## src/hdl/tce_pkg.sv

```systemverilog
`timescale 1ns / 1ps
// ----------------------------------------------------------------------------
// tce_pkg
// Types, codes and fixed field widths shared by the text console character
// engine modules.
// ----------------------------------------------------------------------------
package tce_pkg;

	localparam int POS_FIELD_W  = 14;
	localparam int ADDR_FIELD_W = 14;
	localparam int CELL_W       = 16;

	localparam logic FUNC_PUT  = 1'b0;
	localparam logic FUNC_READ = 1'b1;

	localparam logic [7:0] CH_BS  = 8'd8;
	localparam logic [7:0] CH_TAB = 8'd9;
	localparam logic [7:0] CH_NL  = 8'd10;
	localparam logic [7:0] CH_CR  = 8'd13;

	localparam logic [7:0] BLANK_CHAR = 8'h20;
	localparam logic [7:0] ATTR_RESET = 8'h0F;

	typedef struct packed {
		logic                    func;
		logic [7:0]              char_code;
		logic [ADDR_FIELD_W-1:0] read_addr;
	} req_item_t;

	typedef struct packed {
		logic [POS_FIELD_W-1:0] cursor_pos;
		logic [POS_FIELD_W-1:0] screen_start;
		logic [CELL_W-1:0]      read_data;
	} rsp_item_t;

	typedef enum logic [3:0] {
		S_CLEAR,
		S_IDLE,
		S_READ_OUT,
		S_EXEC,
		S_CHECK,
		S_FINISH,
		S_COPY_RD,
		S_COPY_WR,
		S_REBASE,
		S_BLANK
	} state_t;

	typedef struct packed {
		logic capture;
		logic exec;
		logic check;
		logic copy_rd;
		logic copy_wr;
		logic rebase;
		logic blank;
		logic clear;
		logic out_load;
		logic out_read;
	} dp_cmd_t;

	typedef struct packed {
		logic req_read;
		logic scroll;
		logic wrap;
		logic copy_last;
		logic blank_last;
		logic clear_last;
	} dp_stat_t;

endpackage

```

## src/hdl/tce_ctrl.sv

```systemverilog
`timescale 1ns / 1ps
// ----------------------------------------------------------------------------
// tce_ctrl
// Controller: sequences request handling, scroll check, wraparound copy and
// blanking, the clearing pass after reset and the response register.
// ----------------------------------------------------------------------------
module tce_ctrl (
	input  logic              clk,
	input  logic              arst_n,
	input  logic              req_valid,
	output logic              req_ready,
	output logic              rsp_valid,
	input  logic              rsp_ready,
	input  tce_pkg::dp_stat_t stat,
	output tce_pkg::dp_cmd_t  cmd
);

	tce_pkg::state_t state_q, state_nx;
	logic            out_valid_q;
	logic            slot_free;

	assign slot_free = !out_valid_q || rsp_ready;

	always_ff @(posedge clk or negedge arst_n) begin
		if (!arst_n) begin
			state_q <= tce_pkg::S_CLEAR;
		end else begin
			state_q <= state_nx;
		end
	end

	always_comb begin
		state_nx  = state_q;
		cmd       = '0;
		req_ready = 1'b0;
		case (state_q)
			tce_pkg::S_CLEAR: begin
				cmd.clear = 1'b1;
				if (stat.clear_last) begin
					state_nx = tce_pkg::S_IDLE;
				end
			end
			tce_pkg::S_IDLE: begin
				req_ready = 1'b1;
				if (req_valid) begin
					cmd.capture = 1'b1;
					state_nx = stat.req_read ? tce_pkg::S_READ_OUT : tce_pkg::S_EXEC;
				end
			end
			tce_pkg::S_READ_OUT: begin
				if (slot_free) begin
					cmd.out_load = 1'b1;
					cmd.out_read = 1'b1;
					state_nx     = tce_pkg::S_IDLE;
				end
			end
			tce_pkg::S_EXEC: begin
				cmd.exec = 1'b1;
				state_nx = tce_pkg::S_CHECK;
			end
			tce_pkg::S_CHECK: begin
				cmd.check = 1'b1;
				if (stat.scroll && stat.wrap) begin
					state_nx = tce_pkg::S_COPY_RD;
				end else if (slot_free) begin
					cmd.out_load = 1'b1;
					state_nx     = tce_pkg::S_IDLE;
				end else begin
					state_nx = tce_pkg::S_FINISH;
				end
			end
			tce_pkg::S_FINISH: begin
				if (slot_free) begin
					cmd.out_load = 1'b1;
					state_nx     = tce_pkg::S_IDLE;
				end
			end
			tce_pkg::S_COPY_RD: begin
				cmd.copy_rd = 1'b1;
				state_nx    = tce_pkg::S_COPY_WR;
			end
			tce_pkg::S_COPY_WR: begin
				cmd.copy_wr = 1'b1;
				state_nx    = stat.copy_last ? tce_pkg::S_REBASE : tce_pkg::S_COPY_RD;
			end
			tce_pkg::S_REBASE: begin
				cmd.rebase = 1'b1;
				state_nx   = tce_pkg::S_BLANK;
			end
			tce_pkg::S_BLANK: begin
				cmd.blank = 1'b1;
				if (stat.blank_last) begin
					state_nx = tce_pkg::S_FINISH;
				end
			end
			default: begin
				state_nx = tce_pkg::S_IDLE;
			end
		endcase
	end

	always_ff @(posedge clk or negedge arst_n) begin
		if (!arst_n) begin
			out_valid_q <= 1'b0;
		end else if (cmd.out_load) begin
			out_valid_q <= 1'b1;
		end else if (rsp_ready) begin
			out_valid_q <= 1'b0;
		end
	end

	assign rsp_valid = out_valid_q;

	a_load_sets_valid: assert property (@(posedge clk) disable iff (!arst_n)
		cmd.out_load |=> out_valid_q)
		else $error("response load did not raise valid");

	a_no_overwrite: assert property (@(posedge clk) disable iff (!arst_n)
		cmd.out_load |-> (!out_valid_q || rsp_ready))
		else $error("pending response overwritten");

	a_accept_starts_work: assert property (@(posedge clk) disable iff (!arst_n)
		(req_valid && req_ready) |=>
			(state_q == tce_pkg::S_EXEC || state_q == tce_pkg::S_READ_OUT))
		else $error("accepted transaction not started");

endmodule
```

## config.mk

```make
export PLATFORM = sky130hd
export DESIGN_NAME = tce_ctrl
export DESIGN_NICKNAME = d
export VERILOG_FILES = /design/src/hdl/tce_pkg.sv /design/src/hdl/tce_ctrl.sv
export SDC_FILE = /design/constraint.sdc
export NUM_CORES = 1
export LEC_CHECK = 0
export BUFFER_PORTS_ARGS = -buffer_cell sky130_fd_sc_hd__buf_4
export CORE_AREA = 2 2 39 41
export CTS_CLUSTER_SIZE = 8
export DETAILED_ROUTE_END_ITERATION = 7
export DIE_AREA = 0 0 41 43
export SLEW_MARGIN = 25
export SYNTH_ARGS = -nofsm -noshare
export SYNTH_HDL_FRONTEND = slang
export SYNTH_SLANG_ARGS = --single-unit
```

## constraint.sdc

```tcl
create_clock -name clk -period 3.6 [get_ports clk]
set_clock_uncertainty 0.05 [all_clocks]
set_input_delay 0 -clock clk [delete_from_list [all_inputs] [get_ports clk]]
set_output_delay 0 -clock clk [all_outputs]
set_load 0.01 [all_outputs]
```

==> flow_metrics.py <==
metrics = {
    "power": {
        "power_switching_uw": 228,
        "leakage_nw": 0.317,
        "p_total_uw": 526,
        "sw_frac_of_total_pct": 43.3,
        "ir_drop_mv": 0.533,
        "p_comb_share_pct": 59.4,
        "p_seq_share_pct": 28.3,
        "pwr-share-clk_pct": 12.2,
        "p_per_area_nw_per_um2": 773,
        "intPower_uw": 299,
    },
    "grt": {
        "grt_pass1_wl_um": 1790,
        "antenna_found_initial": 0,
        "track_usage_pct": 14.8,
        "overflow": 0,
        "grt_max_degree": 18,
        "grt_pass1_vias": 421,
    },
    "place": {
        "place_congestion": 0.764,
        "dp_hpwl_um": 859,
        "portBuffers": 21,
    },
    "synthesis": {
        "syn_avg_cell_area_um2": 7.85,
        "async_flop_share_pct": 100,
        "synth_area_leaders": "dfrtp_1, nand2b_1, a21oi_1",
        "synth_area_um2": 463,
        "ys.flop_type": "dfrtp_1",
        "ys_warn_count": 0,
        "synth_cells": 59,
        "yosysSeqAreaShare_pct": 27.0,
        "yosysTopAreaCellShare_pct": 27.0,
        "yosys-top-cells-count": "a21oi_1, nand2_1, nand2b_1",
        "synth-edff-count": 0,
        "yosys_register_bits": 5,
        "ys_types": 28,
        "yosysTopAreaCell": "dfrtp_1",
        "synth_nets": 69,
    },
    "sta": {
        "worst_pin_slew_ns": 0.480,
        "finalHoldViolCount": 0,
        "slew_headroom_pct": 68.0,
        "period_needed_ns": 2.48,
        "holdWs_ns": 0.0434,
        "setup_viol": 0,
        "fin_crit_sh_pct": 69.0,
        "tns_ns": 0,
        "rsz0062_at_grt": "false",
        "clock.fmax_mhz": 402,
        "maxSlewViolCount": 0,
    },
    "floorplanning": {
        "dieArea_um2": 1760,
        "start_util_pct": 33.5,
        "core_um2": 1380,
        "core.rowCount": 14,
        "die_w_um": 41,
        "die_h_um": 43,
        "pin_count": 22,
    },
    "clock_network": {
        "clock_latency_ns": 0.24,
        "clockBufferDepth": 2,
        "htree_levels": 1,
        "cts_root_buffer": "clkbuf_4",
        "cts.sinks": 5,
        "numCtsBuffers": 3,
        "post_cts_buffers": 0,
        "clk_pin_slew_ns": 0.04,
        "cts_tree": "yes",
    },
    "finish": {
        "drive_gt1_share_pct": 34.9,
        "antennaDiodeCount": 0,
        "fillers": 153,
        "fin_util_pct": 49.2,
        "register_area_um2": 125,
        "syn2layout_area_growth_pct": 47.0,
        "fin_nets": 94,
        "multi_input_area_um2": 304,
    },
    "flow_run": {
        "cap_violations": 0,
    },
    "critical_path": {
        "cp.arrival_ns": 2.61,
        "critPathLaunchType": "register",
        "required_ns": 3.72,
        "cp_top_family": "simple AND/OR/NAND/NOR gates",
        "path_class": "reg -> reg",
        "path_cells": "or4_4, o32a_2, and4_4, a311oi_2, dlygate4sd3_1",
        "cpPeakStageDelay_ns": 0.58,
        "cp_max_fo": 17,
        "crit_slowest_cell": "or4_4",
        "worstSetupEndpointType": "register",
        "cp_num_buf_inv": 1,
    },
    "routing": {
        "avgViaCountPerCell": 5.29,
        "routed_wirelength_um": 1170,
        "drt_iter0_drc": 13,
        "drc": 0,
        "vias": 524,
        "drtAntennaViolNets": 0,
        "post_drt_wl_per_cell_um": 11.8,
        "firstDrtPassIters": 2,
    },
    "status": {
        "outcome": "completed",
    },
    "hold_path": {
        "hold_path.class": "in -> async",
    },
}
==> layer usage <==
layer	track usage (%)	share of wire (%)
met5	0	0
met2	22.5	48
met1	19.5	45
met3	6.28	6.5
met4	2.00	0
==> worst paths after layout <==
path / start / to / slack, ns / depth (start not counted)
max in group asynchronous: arst_n / state_q[0] / 3.35 / 2
worst max-delay path: state_q[0] / state_q[0] / 1.12 / 5
worst min register to register: rsp_valid / rsp_valid / 0.53 / 2
worst max register to register: state_q[0] / state_q[0] / 1.12 / 5
min in group clk: rsp_ready / rsp_valid / 0.06 / 3
worst min-delay path: arst_n / state_q[3] / 0.04 / 2
==> layout make-up <==
type / count / share of cell area (%)
multi-input cells: 47 / 44.7
clock buffers: 4 / 3.86
repair buffers: 25 / 29.0
inverters: 2 / 1.10
flip-flops and latches: 5 / 18.4
well taps: 16 / 2.94
==> state kept, by name, summed over array words and instances, names as in the netlist <==
register and count:
state_q 4, rsp_valid 1
==> cell usage in the layout (no fill, tap or decap), types with 2 or more instances in the layout <==
| master | instances |
|---|---|
| nand2_1 | 6 |
| a21o_1 | 2 |
| clkbuf_4 | 3 |
| nor2_1 | 5 |
| nand2b_1 | 6 |
| nor3_1 | 4 |
| inv_1 | 2 |
| buf_4 | 21 |
| dfrtp_1 | 5 |
| dlygate4sd3_1 | 4 |
| a21oi_1 | 6 |
==> kinds of logic after synthesis <==
family                 count (synthesis)  share of synthesized area (%)
multiplexers                           1                           2.43
flip-flops                             5                           27.0
buffers and inverters                  7                           7.30
AND/OR/NAND/NOR                       29                           35.4
AO/OA/AOI/OAI                         17                           27.8
==> through the flow <==
stage,setup slack (ns),cell area (um^2),std cells
floorplan,1.86,463,59
detailed placement,1.69,614,91
global route,1.02,681,99
finish,1.12,681,99
global placement,1.72,614,91
CTS,1.16,681,99
==> power groups by stage <==
stage,clock (mW),sequential [mW],combinational [mW]
after CTS,0.0669,0.147,0.316
after global placement,0,0.147,0.299
after floorplan,0,0.101,0.251
final,0.0645,0.149,0.313
after detailed placement,0,0.148,0.299
after global routing,0.0721,0.158,0.347
==> repair_timing <==
| action | CTS | global route |
|---|---|---|
| gates resized for setup | 0 | 0 |
| hold buffers | 4 | 0 |
| endpoints found under the hold margin | 7 | 0 |
No activity file was read; power rests on OpenSTA's default activity.
